**src/rtl/dpec_pkg.sv**
```systemverilog
// Shared types and constants for the depth patch edge classifier.
// Depends on nothing; every rtl file refers to it by scoped names.
package dpec_pkg;

   localparam int DEPTH_BITS     = 16;
   localparam int SAMPLES        = 9;
   localparam int IDX_W          = 4;
   localparam int SUM_W          = DEPTH_BITS + 4;
   localparam int DEV_W          = SUM_W;
   localparam int SQ_W           = 2 * DEV_W;
   localparam int WSUM_W         = SQ_W + 4;
   localparam int AD_W           = WSUM_W;
   localparam int SCORE_W        = AD_W + 4;
   localparam int THR_W          = 32;
   localparam int SCALE_W        = 13;
   localparam int THR_SCALED_W   = THR_W + SCALE_W;
   localparam int CMP_W          = (SCORE_W > THR_SCALED_W) ? SCORE_W : THR_SCALED_W;

   localparam logic [IDX_W-1:0]   CENTER_INDEX = IDX_W'(4);
   localparam logic [IDX_W-1:0]   LAST_INDEX   = IDX_W'(SAMPLES - 1);
   localparam logic [SCALE_W-1:0] SCORE_SCALE  = SCALE_W'(6561);

   typedef logic [DEPTH_BITS-1:0] depth_type;

   typedef struct packed {
      depth_type depth_top_left;
      depth_type depth_top_mid;
      depth_type depth_top_right;
      depth_type depth_mid_left;
      depth_type depth_center;
      depth_type depth_mid_right;
      depth_type depth_bottom_left;
      depth_type depth_bottom_mid;
      depth_type depth_bottom_right;
   } req_type;

   typedef struct packed {
      logic             is_strong;
      logic [IDX_W-1:0] nearest_index;
   } rsp_type;

endpackage

```
**src/rtl/dpec_sum9.sv**
```systemverilog
// Two-stage registered adder tree over nine unsigned operands.
// Depends on dpec_pkg for the operand count.
module dpec_sum9 #(
   parameter int IN_W  = dpec_pkg::DEPTH_BITS,
   parameter int OUT_W = dpec_pkg::SUM_W
) (
   input  logic             clock,
   input  logic [IN_W-1:0]  din [dpec_pkg::SAMPLES],
   output logic [OUT_W-1:0] sum
);

   localparam int PART_W = IN_W + 2;

   logic [PART_W-1:0] part_in [3];
   logic [PART_W-1:0] part_ff [3];
   logic [OUT_W-1:0]  sum_in;
   logic [OUT_W-1:0]  sum_ff;

   always_comb begin
      for (int g = 0; g < 3; g++) begin
         part_in[g] = PART_W'(din[3*g]) + PART_W'(din[3*g+1]) + PART_W'(din[3*g+2]);
      end
      sum_in = OUT_W'(part_ff[0]) + OUT_W'(part_ff[1]) + OUT_W'(part_ff[2]);
   end

   always_ff @(posedge clock) begin
      part_ff <= part_in;
      sum_ff  <= sum_in;
   end

   assign sum = sum_ff;

endmodule

```
**config.mk**
```make
export PLATFORM = sky130hd
export DESIGN_NAME = dpec_sum9
export DESIGN_NICKNAME = d
export VERILOG_FILES = /design/src/rtl/dpec_pkg.sv /design/src/rtl/dpec_sum9.sv
export SDC_FILE = /design/constraint.sdc
export NUM_CORES = 1
export LEC_CHECK = 0
export BUFFER_PORTS_ARGS = -buffer_cell sky130_fd_sc_hd__buf_2
export CORE_MARGIN = 1
export CORE_UTILIZATION = 50
export CTS_BUF_LIST = sky130_fd_sc_hd__clkbuf_2
export CTS_CLUSTER_DIAMETER = 80
export DETAILED_ROUTE_END_ITERATION = 16
export PLACE_DENSITY = 0.87
export SLEW_MARGIN = 40
export SYNTH_ARGS = -nofsm -noshare
export SYNTH_HDL_FRONTEND = slang
export SYNTH_SLANG_ARGS = --single-unit
```
**constraint.sdc**
```tcl
create_clock -name clock -period 2.5 [get_ports clock]
set_input_delay 0.25 -clock clock [delete_from_list [all_inputs] [get_ports clock]]
set_output_delay 0.25 -clock clock [all_outputs]
set_load 0.02 [all_outputs]
```
* After elaboration in Yosys (flattened, before gate mapping) *
Index checks and enable logic that the tools add are counted.

word-level totals
  register bits = 74
  input bits = 145
  output and inout bits = 20
  logic and storage cells = 12

cells by class
  $add $sub $neg = 8

operators with widths
  cell            count
  $add 17x16->18  3
  $add 16x16->17  3
  $add 19x18->20  1
  $add 18x18->19  1

* Logic depth before layout (Yosys ltp) *
Gate-level depths: netlist of run 1.

  word-level depth = 2
  depth in mapped cells = 11
  depth with buffers taken out = 11

* Worst setup path after synthesis of run 1 *
No wires, ideal clock.

  path type = input to register
  start point = in din[1] in the netlist's numbering
  end point = reg part_ff[17] in the netlist's numbering
  library setup time = 0.118 ns
  arrival time = 2.341 ns
  required time = 2.382 ns
  slack = 0.041 ns
  stages = 8
  path buffers = 0
  cell sequence = fa_1 -> ha_1 -> fa_1 -> a211oi_1 -> o21ai_2 -> a41o_1 -> a211oi_2 -> nor2_1

RTL lines
  what                    RTL line         text
  start: declaration      dpec_sum9.sv:8   input logic [IN_W-1:0] din [dpec_pkg::SAMPLES],
  end signal: assignment  dpec_sum9.sv:27  part_ff <= part_in;
  end: declaration        dpec_sum9.sv:15  logic [PART_W-1:0] part_ff [3];

* Final worst setup path of run 1 *
  start point = reg part_ff[1] in the netlist's numbering
  end point = reg sum_ff[19], in the netlist sum[19]

between the ends
  cells in the longest elaborated chain, start to end = 1

RTL lines
  what                    RTL line         text
  $add 19x18->20          dpec_sum9.sv:23  sum_in = OUT_W'(part_ff[0]) + OUT_W'(part_ff[1]) + OUT_W'(part_ff[2]);
  via sum_in[19]          dpec_sum9.sv:16  logic [OUT_W-1:0] sum_in;
  end signal: assignment  dpec_sum9.sv:28  sum_ff <= sum_in;
  end: declaration        dpec_sum9.sv:17  logic [OUT_W-1:0] sum_ff;

The timed path passes the listed nets, and every way through them passes these cells.

==> results.md, run 1 <==
* Gpl congestion at 0.887
* Storage cell area at 1490 µm²
* Final total power at 11.1 mW
* CP Max Fanout at 5
* P_leak at 3.49 nW
* Total clock buffers created by CTS at 9
* CTS tree: yes
* Slew Limit Fails at 0
* Initial DRT Pass Iterations at 7
* Cells after DPL at 939
* Skew-Pair Late Insertion Delay at 0.49 ns
* Post-Layout Cell Count at 959
* Final setup vio count at 0
* Netlist Area Pre-Place at 6120 µm²
* P per Cell Area at 1480 nW/µm²
* Critical path class: reg2reg
* Vias per cell at 5.57
* Final Critical Period at 2.49 ns
* Worst Skew at 0.0136 ns
* Grt ovf at 0
* Combinational fraction of design power at 76.4%
* Clock slew at reported path FFs at 0.18 ns
* Vias at 5346
* Clock Path Buffers at 2
* Top-count cell post-synth: dfxtp_1
* Total Routed Length at 13400 µm
* # nets final at 1083
* Sequential fraction of the synthesis area at 24.2%
* Initial Utilization at 51.2%
* WHS at 0.111 ns
* CTS Root Buffer Type: clkbuf_2
* Area contributors post-synth: dfxtp_1 (24%), fa_1 (23%), ha_1 (13%), a21oi_1 (4.0%), xnor2_1 (3.4%)
* Crit path required time at 2.95 ns
* Setup WS post-layout at 0.0110 ns
* Post-synth top cells: dfxtp_1 (74), fa_1 (70), ha_1 (62), a21oi_1 (49), nand2_1 (39)
* Number of global-route vias before repair at 5185
* Switching Fraction at 49.1%
* Placement Rows at 40
* Pre-CTS setup slack at -0.162 ns
* Antenna violations before repair at 0
* Worst rel slew slack at 73.1%
* GRT Util Overall at 21.9%
* Core ar. at 12000 µm²
* Synth Instances at 610
* # DRC at 0
* Clock share of power at 4.6%
* Net Count, Synth at 887
* Ys async rst share at 0%
* Design area at 7500 µm²
* Largest area contributor in the netlist: dfxtp_1
* ANT nets after route at 0
* Worst min path class: in2reg
* Switching Power at 5.46 mW
* Flop pwr share at 19.0%
* H-tree Lvls at 3
* Area of the multi-input gates at 4580 µm²
* First-pass GRT wire length at 22200 µm
* Share of layout cells above drive strength 1 at 30.2%
* Filler cells at 952
* Crit share post-route at 99.6%
* DIE WIDTH at 113 µm
* Int Power at 5.67 mW
* Area Growth Syn to Fin at 22.5%
* Outcome: complete, no violations
* CP Launch Type: flop
* Max IR drop VDD at 0.000953 V
* Largest net degree at the start of global routing at 13
* # port buffers at 164
* Yosys reg bits at 74
* Area share of the largest cell type after synthesis at 24.2%
* Yosys warns at 0
* Wire per inst at 14.0 µm
* RSZ-0062 raised after global routing: true
* Main synth FF type: dfxtp_1
* FMAX at 0.402 GHz
* CTS sink cnt at 74
* Placed cell areas at 7290 µm²
* Ports at 165
* DIE AREA at 12700 µm²
* Fin Setup TNS at 0 ns
* Final Core Density at 62.7%
* Worst-Margin Slew at 0.400 ns
* Final Hold Fails at 0
* Die height at 113 µm
* Max-cap violations at 0
* Crit path DAT at 2.94 ns
* Avg Cell Area, Syn at 10.0 µm²
* Distinct cell type count after synthesis at 60
* HPWL Detailed at 11300 µm
* Hold-fix buffers, CTS at 0
* CP Capture Type: flop
* Iter 0 DRT Violations at 330
* Post-synth EDFFs at 0
==> worst max-delay path: stages, from the launching register on <==
cell and delay (ns):
dfxtp_2 0.36, fa_1 0.55, ha_2 0.19, inv_2 0.04
fa_2 0.36, nand2b_4 0.17, a211oi_4 0.27, o21ai_4 0.12
a211oi_2 0.25, o31a_1 0.13
==> what timing repair did <==
item	CTS	global route
resized for setup	14	17
pin swaps	2	12
endpoints found under the hold margin	0	0
setup buffers	1	2
setup endpoints to repair	7	10
==> worst paths after layout <==
path                    start    endpoint  slack [ns]  cells after the start
setup / recovery   part_ff[1]     sum[19]        0.01                      9
hold / removal        din[32]  part_ff[0]        0.11                      4
setup reg to reg   part_ff[1]     sum[19]        0.01                      9
hold reg to reg   part_ff[36]      sum[0]        0.64                      3
==> power groups by stage <==
| stage | logic, mW | registers, mW | clock network [mW] |
|---|---|---|---|
| global route | 9.45 | 2.17 | 0.575 |
| finish | 8.50 | 2.12 | 0.507 |
| floorplan | 5.32 | 2.28 | 0 |
| detailed placement | 7.56 | 2.16 | 0 |
| global placement | 7.37 | 2.15 | 0 |
| CTS | 7.97 | 2.12 | 0.524 |
==> cell families after synthesis <==
logic type                 Yosys count  synth area share [%]
muxes                                2                 0.327
xor gates and xnor gates            46                  6.58
DFF                                 74                  24.2
adders and majority gates          132                  35.6
and+or+nand+nor                    131                  9.93
AOI/OAI and AO/OA                  185                  20.7
buffers and inverters               40                  2.68
==> sequential cells by signal (all words and copies together) (netlist names) <==
name / flops
sum: 20
part_ff: 54
==> area by class of cell <==
cell class / count / share of cell area [%]
antenna: 1 / 0.0334
clock buffer: 9 / 0.601
clock inverter: 7 / 0.484
inverter: 30 / 1.50
multi-input combinational: 496 / 61.1
sequential: 74 / 19.8
tap: 147 / 2.45
timing repair buffer: 195 / 14.0
==> layer usage <==
metal,part of all wire [%],routed length (µm),track usage (%),up-vias
met1,42,5610,26.3,2512
met5,0,0,0,-
met3,4.9,654,3.29,43
met2,50,6680,39.3,192
li1,-,-,-,2599
met4,3.4,461,8.36,0
==> cell usage in the layout (no fill, tap or decap), types with 4 or more instances in the layout <==
cell and count:
a211oi_1 7, a211oi_2 4, a21o_1 19, a21oi_1 44, a21oi_2 7, a31oi_1 7, and3_1 6, buf_2 164
buf_4 31, clkbuf_2 9, dfxtp_1 70, dfxtp_2 4, fa_1 68, ha_1 59, inv_1 29, nand2_1 39
nand3_1 12, nand4_1 7, nor2_1 37, nor2b_1 5, nor3_1 11, o211ai_1 8, o21a_1 9, o21ai_0 28
o21ai_1 7, o21bai_1 7, xnor2_1 23, xor2_1 22
No activity file was read; power rests on OpenSTA's default activity.
==> run 2, diff against run 1 <==
--- a/config.mk
+++ b/config.mk
@@ -5,13 +5,14 @@
 export SDC_FILE = /design/constraint.sdc
 export NUM_CORES = 1
 export LEC_CHECK = 0
+export ABC_AREA = 1
 export BUFFER_PORTS_ARGS = -buffer_cell sky130_fd_sc_hd__buf_2
 export CORE_MARGIN = 1
 export CORE_UTILIZATION = 50
 export CTS_BUF_LIST = sky130_fd_sc_hd__clkbuf_2
 export CTS_CLUSTER_DIAMETER = 80
 export DETAILED_ROUTE_END_ITERATION = 16
-export PLACE_DENSITY = 0.87
+export PLACE_DENSITY = 0.86
 export SLEW_MARGIN = 40
 export SYNTH_ARGS = -nofsm -noshare
 export SYNTH_HDL_FRONTEND = slang
==> results.md, run 2 <==
* Outcome: complete, no violations
* Max IR drop VDD at 0.000781 V (-18%)
* Iter 0 DRT Violations at 353 (+7.0%)
* Net Count, Synth at 1068 (+20%)
* FMAX at 0.430 GHz (+6.9%)
* Share of layout cells above drive strength 1 at 19.4% (-11 points)
* Gpl congestion at 0.947 (+6.7%)
* Ports at 165 (unchanged)
* Vias at 5656 (+5.8%)
* Area Growth Syn to Fin at 17.9%
* Yosys warns at 0 (unchanged)
* Sequential fraction of the synthesis area at 23.6% (-0.65 points)
* P per Cell Area at 1250 nW/µm² (-16%)
* ANT nets after route at 0 (unchanged)
* Total Routed Length at 14100 µm (+5.1%)
* Design area at 7420 µm² (-1.1%)
* Max FFs per register at 54 (unchanged)
* CTS tree: yes
* Antenna violations before repair at 0 (unchanged)
* Worst Skew at 0.0274 ns (+0.0137 ns)
* Crit path required time at 2.98 ns (+0.03 ns)
* RSZ-0062 raised after global routing: false
* CP Launch Type: flop
* Main synth FF type: dfxtp_1
* Final setup vio count at 0 (unchanged)
* Worst-Margin Slew at 0.337 ns (-0.0636 ns)
* Post-synth EDFFs at 0 (unchanged)
* # diodes at 0 (-1)
* Worst rel slew slack at 77.3% (+4.2 points)
* Met2 wire len at 6680 µm (about the same)
* CP Max Fanout at 4 (-1)
* Area share of the largest cell type after synthesis at 23.6% (-0.65 points)
* Crit path DAT at 2.80 ns (-0.14 ns)
* GRT Util Overall at 22.9% (+1.0 points)
* Avg Cell Area, Syn at 7.95 µm² (-21%)
* Post-synth top cells: nand2_1 (212), inv_1 (91), dfxtp_1 (74), nor2_1 (72), fa_1 (70)
* CTS Root Buffer Type: clkbuf_2
* Netlist Area Pre-Place at 6290 µm² (+2.7%)
* Max-cap violations at 0 (unchanged)
* CTS sink cnt at 74 (unchanged)
* Commonest non-fill, non-tap cell in the layout: nand2_1
* Reg with most FFs: part_ff
* Final Critical Period at 2.33 ns (-0.162 ns)
* Ys async rst share at 0% (unchanged)
* Total clock buffers created by CTS at 9 (unchanged)
* Initial Utilization at 51.7% (+0.54 points)
* Area contributors post-synth: dfxtp_1 (24%), fa_1 (22%), nand2_1 (13%), ha_1 (12%), inv_1 (5.4%)
* DR WL met3 at 762 µm (+17%)
* Hold-fix buffers, CTS at 0 (unchanged)
* Slew Limit Fails at 0 (unchanged)
* Top layer in use: met4
* Top-count cell post-synth: nand2_1
* Crit share post-route at 93.1% (-6.5 points)
* Skew-Pair Late Insertion Delay at 0.52 ns (+0.03 ns)
* # nets final at 1243 (+15%)
* WL met1 at 6230 µm (+11%)
* Largest net degree at the start of global routing at 15 (+2)
* DIE WIDTH at 114 µm (+1.3%)
* Distinct cell type count after synthesis at 20 (-67%)
* Critical path class: reg2reg
* P_leak at 3.94 nW (+13%)
* Largest area contributor in the netlist: dfxtp_1
* Die height at 114 µm (+1.3%)
* DIE AREA at 13000 µm² (+2.7%)
* Number of global-route vias before repair at 5449 (+5.1%)
* H-tree Lvls at 3 (unchanged)
* CP Capture Type: flop
* Core ar. at 12200 µm² (+1.7%)
* Wire per inst at 12.4 µm (-12%)
* First-pass GRT wire length at 23700 µm (+6.7%)
* Placement Rows at 40 (unchanged)
* Synth Instances at 791 (+30%)
* Most frequent cells in the layout: nand2_1 (212), buf_2 (164), inv_1 (91)
* Clock Path Buffers at 2 (unchanged)
* HPWL Detailed at 12400 µm (+10%)
* Placed cell areas at 7320 µm² (+0.48%)
* # DRC at 0 (unchanged)
* Worst min path class: in2reg
* Final Hold Fails at 0 (unchanged)
* Yosys reg bits at 74 (unchanged)
* Initial DRT Pass Iterations at 5 (-2)
* Clock slew at reported path FFs at 0.22 ns (+0.04 ns)
* # port buffers at 164 (unchanged)
* Grt ovf at 0 (unchanged)
* Vias per cell at 4.97 (-11%)
* Fin Setup TNS at 0 ns (unchanged)
==> run 2: changes by cell type in the layout (fill, tap and decap cells not counted), sizes merged, moves of 7 or more <==
cell and delta:
inv +63, nand3 +42, a31oi -7, o211ai -8, a21oi +13, nand2 +174
and2 +7, a211oi -12, a21o -15, o21bai -7, xnor2 -16, nor2 +35
buf -31
==> run 2: routing by layer <==
metal	vias up	GRT usage, %
met2	183	38.5
met5	-	0
li1	2898	-
met3	32	4.18
met1	2543	29.6
met4	0	7.97
==> run 2: cells by family (layout without fill, tap and decap cells) <==
kind of cell	after synthesis	count (layout)	synth area share (%)
xor+xnor	29	29	4.04
compound gates	106	106	9.13
flops	74	74	23.6
buf+inv	91	271	5.43
simple gates	359	359	23.2
fa+ha+maj	132	132	34.6
==> run 2: critical path: stages, from the launching register on <==
cell and delay (ns):
dfxtp_1 0.36, fa_1 0.54, ha_1 0.23, inv_1 0.07, fa_1 0.42, o21ai_2 0.19
nand2_1 0.07, nand2_1 0.13, nand2_1 0.09, nand2_1 0.07, nand2_1 0.05, nand2_1 0.05
==> run 2: worst paths after layout <==
path	from	slack, ns	to	cells past startpoint
worst min-delay path	din[128]	0.09	part_ff[36]	4
worst max register to register	part_ff[1]	0.17	sum[17]	11
worst min register to register	part_ff[36]	0.60	sum[0]	3
worst max-delay path	part_ff[1]	0.17	sum[17]	11
==> run 2: power by group <==
| group | switching (mW) | internal, mW | leakage [nW] |
|---|---|---|---|
| Sequential | 0.258 | 1.78 | 0.623 |
| Combinational | 4.14 | 2.50 | 3.26 |
| Clock | 0.435 | 0.135 | 0.0526 |
==> run 2: final cells by class <==
type,count,area [µm²]
clock buffer,9,45.0
clock inverter,7,52.6
fill,1103,4740
inverter,91,342
multi-input combinational,626,4470
sequential,74,1480
tap,168,210
timing repair buffer,164,821
==> run 2: timing repair <==
item	in CTS	in global routing
resized for setup	0	0
setup buffers	0	0
setup endpoints to repair	0	2
==> run 2: per-stage QoR <==
step	setup slack, ns	cells	hold WS [ns]	power [mW]	utilization [%]
after floorplan	0.378	791	0.518	6.97	-
after global placement	0.207	1123	0.566	8.42	60.2
after detailed placement	0.168	1123	0.579	8.64	60.2
after CTS	0.141	1139	0.0550	9.22	61.0
after global routing	0.0106	1139	0.0432	10.4	61.0
final	0.173	1139	0.0873	9.25	61.0
