==> src/rtl/dpec_pkg.sv <==
// Shared types and constants for the depth patch edge classifier.
// Depends on nothing; every rtl file refers to it by scoped names.
package dpec_pkg;

   localparam int DEPTH_BITS     = 16;
   localparam int SAMPLES        = 9;
   localparam int IDX_W          = 4;
   localparam int SUM_W          = DEPTH_BITS + 4;
   localparam int DEV_W          = SUM_W;
   localparam int SQ_W           = 2 * DEV_W;
   localparam int WSUM_W         = SQ_W + 4;
   localparam int AD_W           = WSUM_W;
   localparam int SCORE_W        = AD_W + 4;
   localparam int THR_W          = 32;
   localparam int SCALE_W        = 13;
   localparam int THR_SCALED_W   = THR_W + SCALE_W;
   localparam int CMP_W          = (SCORE_W > THR_SCALED_W) ? SCORE_W : THR_SCALED_W;

   localparam logic [IDX_W-1:0]   CENTER_INDEX = IDX_W'(4);
   localparam logic [IDX_W-1:0]   LAST_INDEX   = IDX_W'(SAMPLES - 1);
   localparam logic [SCALE_W-1:0] SCORE_SCALE  = SCALE_W'(6561);

   typedef logic [DEPTH_BITS-1:0] depth_type;

   typedef struct packed {
      depth_type depth_top_left;
      depth_type depth_top_mid;
      depth_type depth_top_right;
      depth_type depth_mid_left;
      depth_type depth_center;
      depth_type depth_mid_right;
      depth_type depth_bottom_left;
      depth_type depth_bottom_mid;
      depth_type depth_bottom_right;
   } req_type;

   typedef struct packed {
      logic             is_strong;
      logic [IDX_W-1:0] nearest_index;
   } rsp_type;

endpackage

==> src/rtl/dpec_nearest.sv <==
// Nearest nonzero depth search, two registered compare levels.
// Depends on dpec_pkg for widths and the centre index.
module dpec_nearest (
   input  logic                            clock,
   input  logic [dpec_pkg::DEPTH_BITS-1:0] depth [dpec_pkg::SAMPLES],
   output logic [dpec_pkg::IDX_W-1:0]      nearest
);

   typedef struct packed {
      logic                            found;
      logic [dpec_pkg::DEPTH_BITS-1:0] depth;
      logic [dpec_pkg::IDX_W-1:0]      idx;
   } cand_type;

   // lower index wins on a tie
   function automatic cand_type pick(cand_type a, cand_type b);
      return (b.found && (!a.found || (b.depth < a.depth))) ? b : a;
   endfunction

   cand_type                        leaf     [dpec_pkg::SAMPLES];
   cand_type                        group_in [3];
   cand_type                        group_ff [3];
   logic [dpec_pkg::DEPTH_BITS-1:0] center_ff;
   cand_type                        best;
   logic [dpec_pkg::IDX_W-1:0]      nearest_in;
   logic [dpec_pkg::IDX_W-1:0]      nearest_ff;

   always_comb begin
      for (int i = 0; i < dpec_pkg::SAMPLES; i++) begin
         leaf[i].found = (depth[i] != '0);
         leaf[i].depth = depth[i];
         leaf[i].idx   = dpec_pkg::IDX_W'(i);
      end
      for (int g = 0; g < 3; g++) begin
         group_in[g] = pick(pick(leaf[3*g], leaf[3*g+1]), leaf[3*g+2]);
      end
      best = pick(pick(group_ff[0], group_ff[1]), group_ff[2]);
      if ((center_ff != '0) && best.found && (best.depth < center_ff)) begin
         nearest_in = best.idx;
      end else begin
         nearest_in = dpec_pkg::CENTER_INDEX;
      end
   end

   always_ff @(posedge clock) begin
      group_ff   <= group_in;
      center_ff  <= depth[dpec_pkg::CENTER_INDEX];
      nearest_ff <= nearest_in;
   end

   assign nearest = nearest_ff;

endmodule

==> config.mk <==
export PLATFORM = sky130hd
export DESIGN_NAME = dpec_nearest
export DESIGN_NICKNAME = d
export VERILOG_FILES = /design/src/rtl/dpec_pkg.sv /design/src/rtl/dpec_nearest.sv
export SDC_FILE = /design/constraint.sdc
export NUM_CORES = 1
export LEC_CHECK = 0
export BUFFER_PORTS_ARGS = -buffer_cell sky130_fd_sc_hd__buf_4
export CAP_MARGIN = 10
export CORE_MARGIN = 2
export CORE_UTILIZATION = 45
export DETAILED_ROUTE_END_ITERATION = 8
export GPL_TIMING_DRIVEN = 1
export HOLD_SLACK_MARGIN = 0.15
export PLACE_DENSITY = 0.72
export SKIP_CTS_REPAIR_TIMING = 1
export SLEW_MARGIN = 10
export SYNTH_ARGS = -nofsm -noshare
export SYNTH_HDL_FRONTEND = slang
export SYNTH_SLANG_ARGS = --single-unit
==> constraint.sdc <==
create_clock -name clock -period 7 [get_ports clock]
set_clock_uncertainty 0.1 [all_clocks]
set_input_delay 0.35 -clock clock [delete_from_list [all_inputs] [get_ports clock]]
set_output_delay 0.35 -clock clock [all_outputs]
set_load 0.02 [all_outputs]
# Yosys cells after proc, flatten, opt, wreduce, memory -nomap -nowiden
# Index checks and enable logic that the tools add are counted.
[op_classes] n_lt_le_gt_ge=9 muxes=8 n_reduce_logical=36
[ops] operator="2-to-1 mux 21 bit" n=8
[ops] operator="nonzero test 16 bit" n=10
[ops] operator="< comparator 16 bit" n=9
[ops] operator="logical AND 1 bit" n=10
[ops] operator="zero test 1 bit" n=8
[ops] operator="logical OR 1 bit" n=8
[totals] ff_bits=83 output_inout_bits=4

# Depth between registers and ports, before layout
# Gate-level depths: netlist (run 1).
[logic_depth] ltp_word=10 depth_mapped=28 depth_no_buf=24

# Worst setup path after synthesis (run 1)
# OpenSTA, ideal clock, no wires.
[synth_path] kind="reg2reg" from="register group_ff[47] (netlist bit)" to="register nearest_ff, in the netlist nearest[1]" setup_ns=0.070 arrival_ns=4.975 t_required_ns=6.830 path_slack_ns=1.855 path_stages_with_launch=27 path_buffers=4 path_cell_list="dfxtp_1 -> inv_1 -> ha_1 -> a2111o_1 -> a32oi_1 -> a21o_1 -> buf_6 -> buf_2 -> mux2i_1 -> ha_1 -> a21oi_1 -> o22ai_1 -> nor3_1 -> o31ai_1 -> o41a_1 -> buf_2 -> buf_6 -> nor2_1 -> a21oi_1 -> ha_1 -> a21oi_1 -> nor2b_1 -> o211ai_1 -> a211oi_1 -> or3_1 -> a21oi_1 -> a21boi_1"
[synth_between] elab_chain_len=10 word_cells_on_any_way=12
[synth_lines] item="from (decl)" line="dpec_nearest.sv:22" rtl="cand_type group_ff [3];"
[synth_lines] item="from (signal assigned)" line="dpec_nearest.sv:46" rtl="group_ff <= group_in;"
[synth_lines] item="< comparator 16 bit" line="dpec_nearest.sv:17" rtl="return (b.found && (!a.found || (b.depth < a.depth))) ? b : a;"
[synth_lines] item="logical OR 1 bit" line="dpec_nearest.sv:17"
[synth_lines] item="logical AND 1 bit" line="dpec_nearest.sv:17"
[synth_lines] item="2-to-1 mux 21 bit *" line="dpec_nearest.sv:17"
[synth_lines] item="< comparator 16 bit / zero test 1 bit (equally long branches)" line="dpec_nearest.sv:17"
[synth_lines] item="logical OR 1 bit" line="dpec_nearest.sv:17"
[synth_lines] item="logical AND 1 bit" line="dpec_nearest.sv:17"
[synth_lines] item="2-to-1 mux 21 bit *" line="dpec_nearest.sv:17"
[synth_lines] item="< comparator 16 bit / logical AND 1 bit (equally long branches)" line="dpec_nearest.sv:38" rtl="if ((center_ff != '0) && best.found && (best.depth < center_ff)) begin"
[synth_lines] item="logical AND 1 bit" line="dpec_nearest.sv:38"
[synth_lines] item="to (signal assigned)" line="dpec_nearest.sv:48" rtl="nearest_ff <= nearest_in;"
[synth_lines] item="to (decl)" line="dpec_nearest.sv:26" rtl="logic [dpec_pkg::IDX_W-1:0] nearest_ff;"
# Mark *: on every way between the ends. The rest lies on a longest branch, timed or not.
# A chain may end at the register's enable or synchronous reset.

# Worst setup path after layout (run 1)
[layout_path] from="register group_ff[47] (netlist bit)" to="register nearest_ff, in the netlist nearest[3]"
# Same word-level chain as after synthesis.

==> flow_summary.json, run 1 <==
{
  "start_util_pct": 45.5,
  "n_fill_cell": 1458,
  "ys_ff_latch": 79,
  "maxCapViolations": 0,
  "first_pass_iters": 6,
  "slew_headroom_pct": 22.5,
  "cts.clk_slew.worst_paths_ns": 0.06,
  "nets": 1283,
  "yosysUniqueCellTypes": 63,
  "cts_buffer_depth": 2,
  "cts_buffers": 9,
  "ir_drop_mv": 0.155,
  "post-route-drc-count": 0,
  "grtUsageTotal_pct": 23.2,
  "grt_overflow_total": 0,
  "avgRoutedWirePerCell_um": 16.1,
  "sw_frac_of_total_pct": 41.0,
  "period_share_pct": 86.6,
  "setup_viol": 0,
  "viasPerCell": 5.70,
  "ys_async_sr_fraction_pct": 0,
  "reg2reg_to": "nearest[3]",
  "fin_ws_ns": 0.938,
  "crit_type": "flop to flop",
  "cts-root-buf": "clkbuf_16",
  "antennaDiodeCount": 0,
  "ant_nets": 0,
  "leakagePower_nw": 4.44,
  "dp_hpwl_um": 16500,
  "hold_end": "group_ff[18]",
  "die_w_um": 130,
  "yosys_warnings": 0,
  "grt_first_pass_wirelength_um": 31100,
  "antenna_found_initial": 0,
  "r2r_setup_slack_ns": 0.94,
  "coreArea_sq_um": 15700,
  "final_area_sq_um": 8860,
  "synth-edff-count": 0,
  "syn-cell-area_sq_um": 7140,
  "via_count": 6971,
  "comb_power_share_pct": 52.9,
  "fp.dieArea_sq_um": 16900,
  "grt_max_degree": 37,
  "grt_pass1_vias": 6540,
  "htreeDepth": 3,
  "cp.buffers_inverters": 1,
  "gp_congestion": 0.926,
  "rsz0062_at_grt": "no",
  "hold_depth": 3,
  "slowest_delay_ns": 0.75,
  "clk-insertion-delay-late_ns": 0.34,
  "placed_area_sq_um": 8410,
  "synth_seq_area_share_pct": 22.1,
  "syn_area_per_cell_sq_um": 8.40,
  "final_layout_size_suffix_gt1_share_pct": 18.6,
  "cts.sinks": 79,
  "cp.arrival_ns": 6.24,
  "period_needed_ns": 6.06,
  "power.internal_mw": 1.30,
  "min-delay-path-class": "primary input to flop",
  "crit_path_frequent_cell": "a21oi_1",
  "cts_tree": "built",
  "finalMaxSlewViolations": 0,
  "powerDensity_nw_per_um2": 248,
  "die_h_um": 130,
  "synthCells": 851,
  "worst_slew_pin_slew_ns": 1.16,
  "reg2reg_depth": 22,
  "area_growth_syn_to_layout_pct": 24.0,
  "crit_family": "compound AO/OA/AOI/OAI gates",
  "r2r-start": "group_ff[47]",
  "switchingPower_mw": 0.899,
  "hold_start": "depth[14]",
  "numPortBuffers": 148,
  "start_kind": "flop",
  "crit_fanout": 36,
  "cp-end-kind": "flop",
  "clkPwrFrac_pct": 20.0,
  "syn-num-nets": 1131,
  "required_ns": 7.18,
  "outcome": "finished, final reports clean",
  "num_io_pins": 149,
  "rows": 46,
  "hold_viol": 0,
  "fmax_ghz": 0.165,
  "worstPathCellList": "inv_1, ha_1, a2111o_1, a32oi_1, a21o_1, mux2i_1, ha_1, a21oi_1, o22ai_1, nor3_1, o31ai_1, o41a_2, nor2_1, a21oi_1, ha_1, a21oi_1, nor2b_1, o211ai_1, a211oi_1, or3_1, a21oi_1, and3b_1",
  "p_seq_share_pct": 27.1,
  "fin_tns_setup_ns": 0,
  "drt_iter0_drc": 424,
  "routed_wl_um": 19800,
  "slowest_stage": "o41a_2",
  "yosys_most_used_dff": "dfxtp_1",
  "pre_cts_ws_ns": 0.853
}
[cell type report]
class                   count  area [sq um]  area share [%]
clock buffers               9           225            2.54
clock inverters             7          62.6           0.706
well taps                 216           270            3.05
flip-flops and latches     79          1580            17.8
inverters                 115           432            4.87
multi-input cells         631          5000            56.4
repair buffers            167          1290            14.6
[routing by layer]
layer / vias up / global-route usage (%) / part of all wire, %
met3: 21 / 4.39 / 6.1
met5: - / 0 / 0
met1: 3236 / 30.6 / 45
met4: 0 / 4.93 / 0.97
met2: 197 / 39.5 / 48
li1: 3517 / - / -
[through the flow]
| step | power [mW] | hold WS (ns) | util, % | std cells |
|---|---|---|---|---|
| finish | 2.20 | 0.173 | 56.4 | 1224 |
| detailed placement | 1.74 | 0.387 | 53.5 | 1192 |
| global placement | 1.72 | 0.379 | 53.5 | 1192 |
| global route | 2.37 | 0.172 | 56.4 | 1224 |
| CTS | 2.19 | 0.0485 | 55.3 | 1208 |
| floorplan | 1.44 | 0.278 | - | 851 |
[flip-flops by register name, indices dropped and copies added, names as in the netlist]
| register | count |
|---|---|
| group_ff | 59 |
| center_ff | 16 |
| nearest | 4 |
[layout by cell type, fill, tap and decap left out, drive strengths merged, types with 5 or more instances in the layout]
cell / synthesis / final
nor2: 54 / 54
dfxtp: 79 / 79
nor4: 43 / 43
inv: 115 / 119
o2111ai: 5 / 5
a22oi: 30 / 30
nand3: 10 / 10
ha: 135 / 135
nor2b: 10 / 10
nand2b: 9 / 9
buf: 15 / 151
and4: 9 / 9
a221o: 19 / 19
a21oi: 75 / 75
o21ai: 29 / 29
o211ai: 5 / 5
dlygate4sd3: 0 / 16
mux2i: 46 / 46
clkbuf: 11 / 9
a211oi: 6 / 6
a21o: 17 / 17
nand4: 19 / 19
o32a: 15 / 15
nand2: 31 / 31
nor3: 9 / 9
o21a: 7 / 7
[synth_stat cells (2+ instances only)]
cell type,number,share of area (%)
and3b_1,2,0.25
o21bai_1,2,0.21
mux2i_1,46,6.4
clkbuf_1,11,0.58
o32a_2,6,0.95
mux2_2,2,0.32
a211oi_1,5,0.53
o21ai_0,28,2.0
a2111oi_0,3,0.37
and4_1,9,1.1
nand2b_1,8,0.70
nor2b_1,10,0.88
nand4_1,19,1.7
a221oi_1,4,0.49
nor3_1,9,0.63
ha_1,135,24
o31ai_1,4,0.42
o21a_1,7,0.74
o2111ai_1,5,0.61
buf_2,7,0.49
a21o_1,16,1.7
o32a_1,9,1.3
nor2_1,54,2.8
nand2_1,31,1.6
nand3_1,10,0.70
a221o_1,18,2.5
a31oi_1,4,0.35
a22oi_1,30,3.2
buf_6,6,0.95
a211o_1,2,0.25
or3_1,3,0.26
o211ai_1,5,0.53
inv_1,115,6.0
o211a_1,2,0.28
o31a_1,2,0.25
dfxtp_1,79,22
nor4_1,43,3.8
a21oi_1,75,5.3
[power by group through the flow]
stage	combinational, mW	sequential [mW]	clock (mW)
floorplan	0.850	0.589	0
global placement	1.12	0.604	0
detailed placement	1.14	0.603	0
CTS	1.15	0.594	0.446
global route	1.31	0.600	0.461
finish	1.16	0.594	0.439
[logic make-up (layout without fill, tap and decap cells)]
family	after synthesis	in the layout	share of synthesized area, %
AND/OR/NAND/NOR	207	207	15.5
buffers and inverters	141	298	8.37
adder cells (fa/ha/maj)	135	135	23.6
AO/OA/AOI/OAI	241	241	23.6
multiplexers	48	48	6.76
flip-flops	79	79	22.1
[worst max path at each step]
stage                 startpoint    endpoint  cells past startpoint
global route        group_ff[47]  nearest[3]                     22
finish              group_ff[47]  nearest[3]                     22
detailed placement  group_ff[47]  nearest[3]                     23
floorplan           group_ff[47]  nearest[1]                     26
CTS                 group_ff[47]  nearest[3]                     23
global placement    group_ff[47]  nearest[1]                     22
[worst reg2reg max path, delay by kind of cell (launching register included)]
| family | cells | cell delay (ns) |
|---|---|---|
| adder cells (fa/ha/maj) | 3 | 0.90 |
| buffers and inverters | 1 | 0.05 |
| AO/OA/AOI/OAI | 12 | 3.15 |
| AND/OR/NAND/NOR | 5 | 1.04 |
| flip-flops | 1 | 0.33 |
| multiplexers | 1 | 0.45 |
Note: power is estimated with default switching activity, not from simulation.
==> run 2: changes to the inputs <==
--- a/config.mk
+++ b/config.mk
@@ -8,12 +8,13 @@
 export BUFFER_PORTS_ARGS = -buffer_cell sky130_fd_sc_hd__buf_4
 export CAP_MARGIN = 10
 export CORE_MARGIN = 2
-export CORE_UTILIZATION = 45
+export CORE_UTILIZATION = 35
 export DETAILED_ROUTE_END_ITERATION = 8
 export GPL_TIMING_DRIVEN = 1
 export HOLD_SLACK_MARGIN = 0.15
-export PLACE_DENSITY = 0.72
+export PLACE_DENSITY = 0.59
 export SKIP_CTS_REPAIR_TIMING = 1
+export SKIP_LAST_GASP = 1
 export SLEW_MARGIN = 10
 export SYNTH_ARGS = -nofsm -noshare
 export SYNTH_HDL_FRONTEND = slang
==> flow_summary.json, run 2 (same netlist as run 1, synthesis figures left out) <==
{
  "outcome": "finished, final reports clean",
  "cts.clk_slew.worst_paths_ns": 0.06,
  "hold_end": "group_ff[10]",
  "pre_cts_ws_ns": 0.817,
  "p_total_mw": 2.31,
  "final_cell_mix": "153 x buf_4, 135 x ha_1, 115 x inv_1",
  "rsz0062_at_grt": "no",
  "viasPerCell": 5.48,
  "utilization_pct": 44.8,
  "ir_drop_mv": 0.171,
  "n_fill_cell": 2003,
  "min-delay-path-class": "primary input to flop",
  "area_growth_syn_to_layout_pct": 26.0,
  "hold_depth": 3,
  "grt_overflow_total": 0,
  "nets": 1285,
  "cts-root-buf": "clkbuf_16",
  "numPortBuffers": 148,
  "ant_nets": 0,
  "cts_tree": "built",
  "start_kind": "flop",
  "fp.dieArea_sq_um": 21600,
  "antennaDiodeCount": 0,
  "crit_type": "flop to flop",
  "routed_wl_um": 21200,
  "grt_first_pass_wirelength_um": 33700,
  "cts.sinks": 79,
  "num_io_pins": 149,
  "slew_headroom_pct": 27.6,
  "drt_iter0_drc": 364,
  "period_needed_ns": 6.28,
  "r2r_setup_slack_ns": 0.72,
  "first_pass_iters": 5,
  "finalMaxSlewViolations": 0,
  "hold_viol": 0,
  "die_h_um": 147,
  "fin_ws_ns": 0.721,
  "via_count": 7015,
  "rows": 52,
  "cp.arrival_ns": 6.45,
  "dp_hpwl_um": 17700,
  "cts_buffers": 9,
  "reg2reg_to": "nearest[0]",
  "r2r-start": "group_ff[47]",
  "die_w_um": 147,
  "clk-insertion-delay-late_ns": 0.33,
  "powerDensity_nw_per_um2": 256,
  "coreArea_sq_um": 20100,
  "crit_fanout": 27,
  "gp_congestion": 0.885,
  "grt_max_degree": 32,
  "grtUsageTotal_pct": 19.4,
  "final_layout_size_suffix_gt1_share_pct": 18.6,
  "setup_viol": 0,
  "largest_reg_flops": 59,
  "top_register": "group_ff",
  "required_ns": 7.17,
  "cp-end-kind": "flop",
  "leakagePower_nw": 4.48,
  "fmax_ghz": 0.159,
  "cts_buffer_depth": 2,
  "worst_slew_pin_slew_ns": 1.09,
  "grt_pass1_vias": 6675,
  "maxCapViolations": 0,
  "avgRoutedWirePerCell_um": 16.6,
  "post-route-drc-count": 0,
  "hold_start": "depth[6]",
  "final_common_cell": "buf_4",
  "reg2reg_depth": 22,
  "antenna_found_initial": 0,
  "period_share_pct": 89.7,
  "start_util_pct": 35.5,
  "fin_tns_setup_ns": 0,
  "htreeDepth": 3
}
[run 2: report_power, final]
group          switching (mW)  internal [mW]
Combinational           0.664          0.521
Sequential             0.0519          0.538
Clock                   0.182          0.349
Total                   0.898           1.41
[run 2: layout make-up]
cell class | count | area, sq um | share of cell area, %
clock buffers | 9 | 225 | 2.50
clock inverters | 7 | 120 | 1.33
inverters | 115 | 432 | 4.80
multi-input cells | 631 | 4990 | 55.5
flip-flops and latches | 79 | 1580 | 17.6
well taps | 270 | 338 | 3.75
repair buffers | 169 | 1310 | 14.5
[run 2: layer usage]
| layer | track usage [%] | vias up | routed length (um) |
|---|---|---|---|
| met4 | 3.45 | 0 | 244 |
| met3 | 2.73 | 22 | 1090 |
| met5 | 0 | - | 0 |
| met2 | 32.8 | 197 | 10100 |
| met1 | 26.6 | 3283 | 9850 |
| li1 | - | 3513 | - |
[run 2: worst max-delay path, cell delays in order, from the launching register on]
cell      delay (ns)
dfxtp_1         0.32
inv_1           0.04
ha_1            0.26
a2111o_1        0.35
a32oi_1         0.28
a21o_1          0.70
mux2i_1         0.46
ha_1            0.33
a21oi_1         0.12
o21ai_0         0.14
a21oi_1         0.21
o31ai_1         0.12
o41a_1          0.75
nor2_1          0.21
a21oi_1         0.06
ha_1            0.34
a21oi_1         0.17
nor2b_1         0.07
o211ai_1        0.17
a211oi_1        0.09
or3_1           0.37
a21oi_1         0.31
o211a_1         0.21
[run 2: worst max path at each step]
stage / from / end / slack, ns / depth (start not counted)
floorplan: group_ff[47] / nearest[1] / 1.85 / 26
global placement: group_ff[47] / nearest[3] / 0.87 / 22
detailed placement: group_ff[47] / nearest[0] / 0.82 / 22
CTS: group_ff[47] / nearest[0] / 0.78 / 22
global route: group_ff[47] / nearest[1] / 0.13 / 23
finish: group_ff[47] / nearest[0] / 0.72 / 22
[run 2: through the flow]
stage | cell area (sq um) | cells | hold slack [ns]
after global routing | 9000 | 1280 | 0.180
after floorplan | 7140 | 851 | 0.278
after detailed placement | 8490 | 1248 | 0.363
final | 9000 | 1280 | 0.176
after global placement | 8490 | 1248 | 0.361
after CTS | 8830 | 1264 | 0.0630
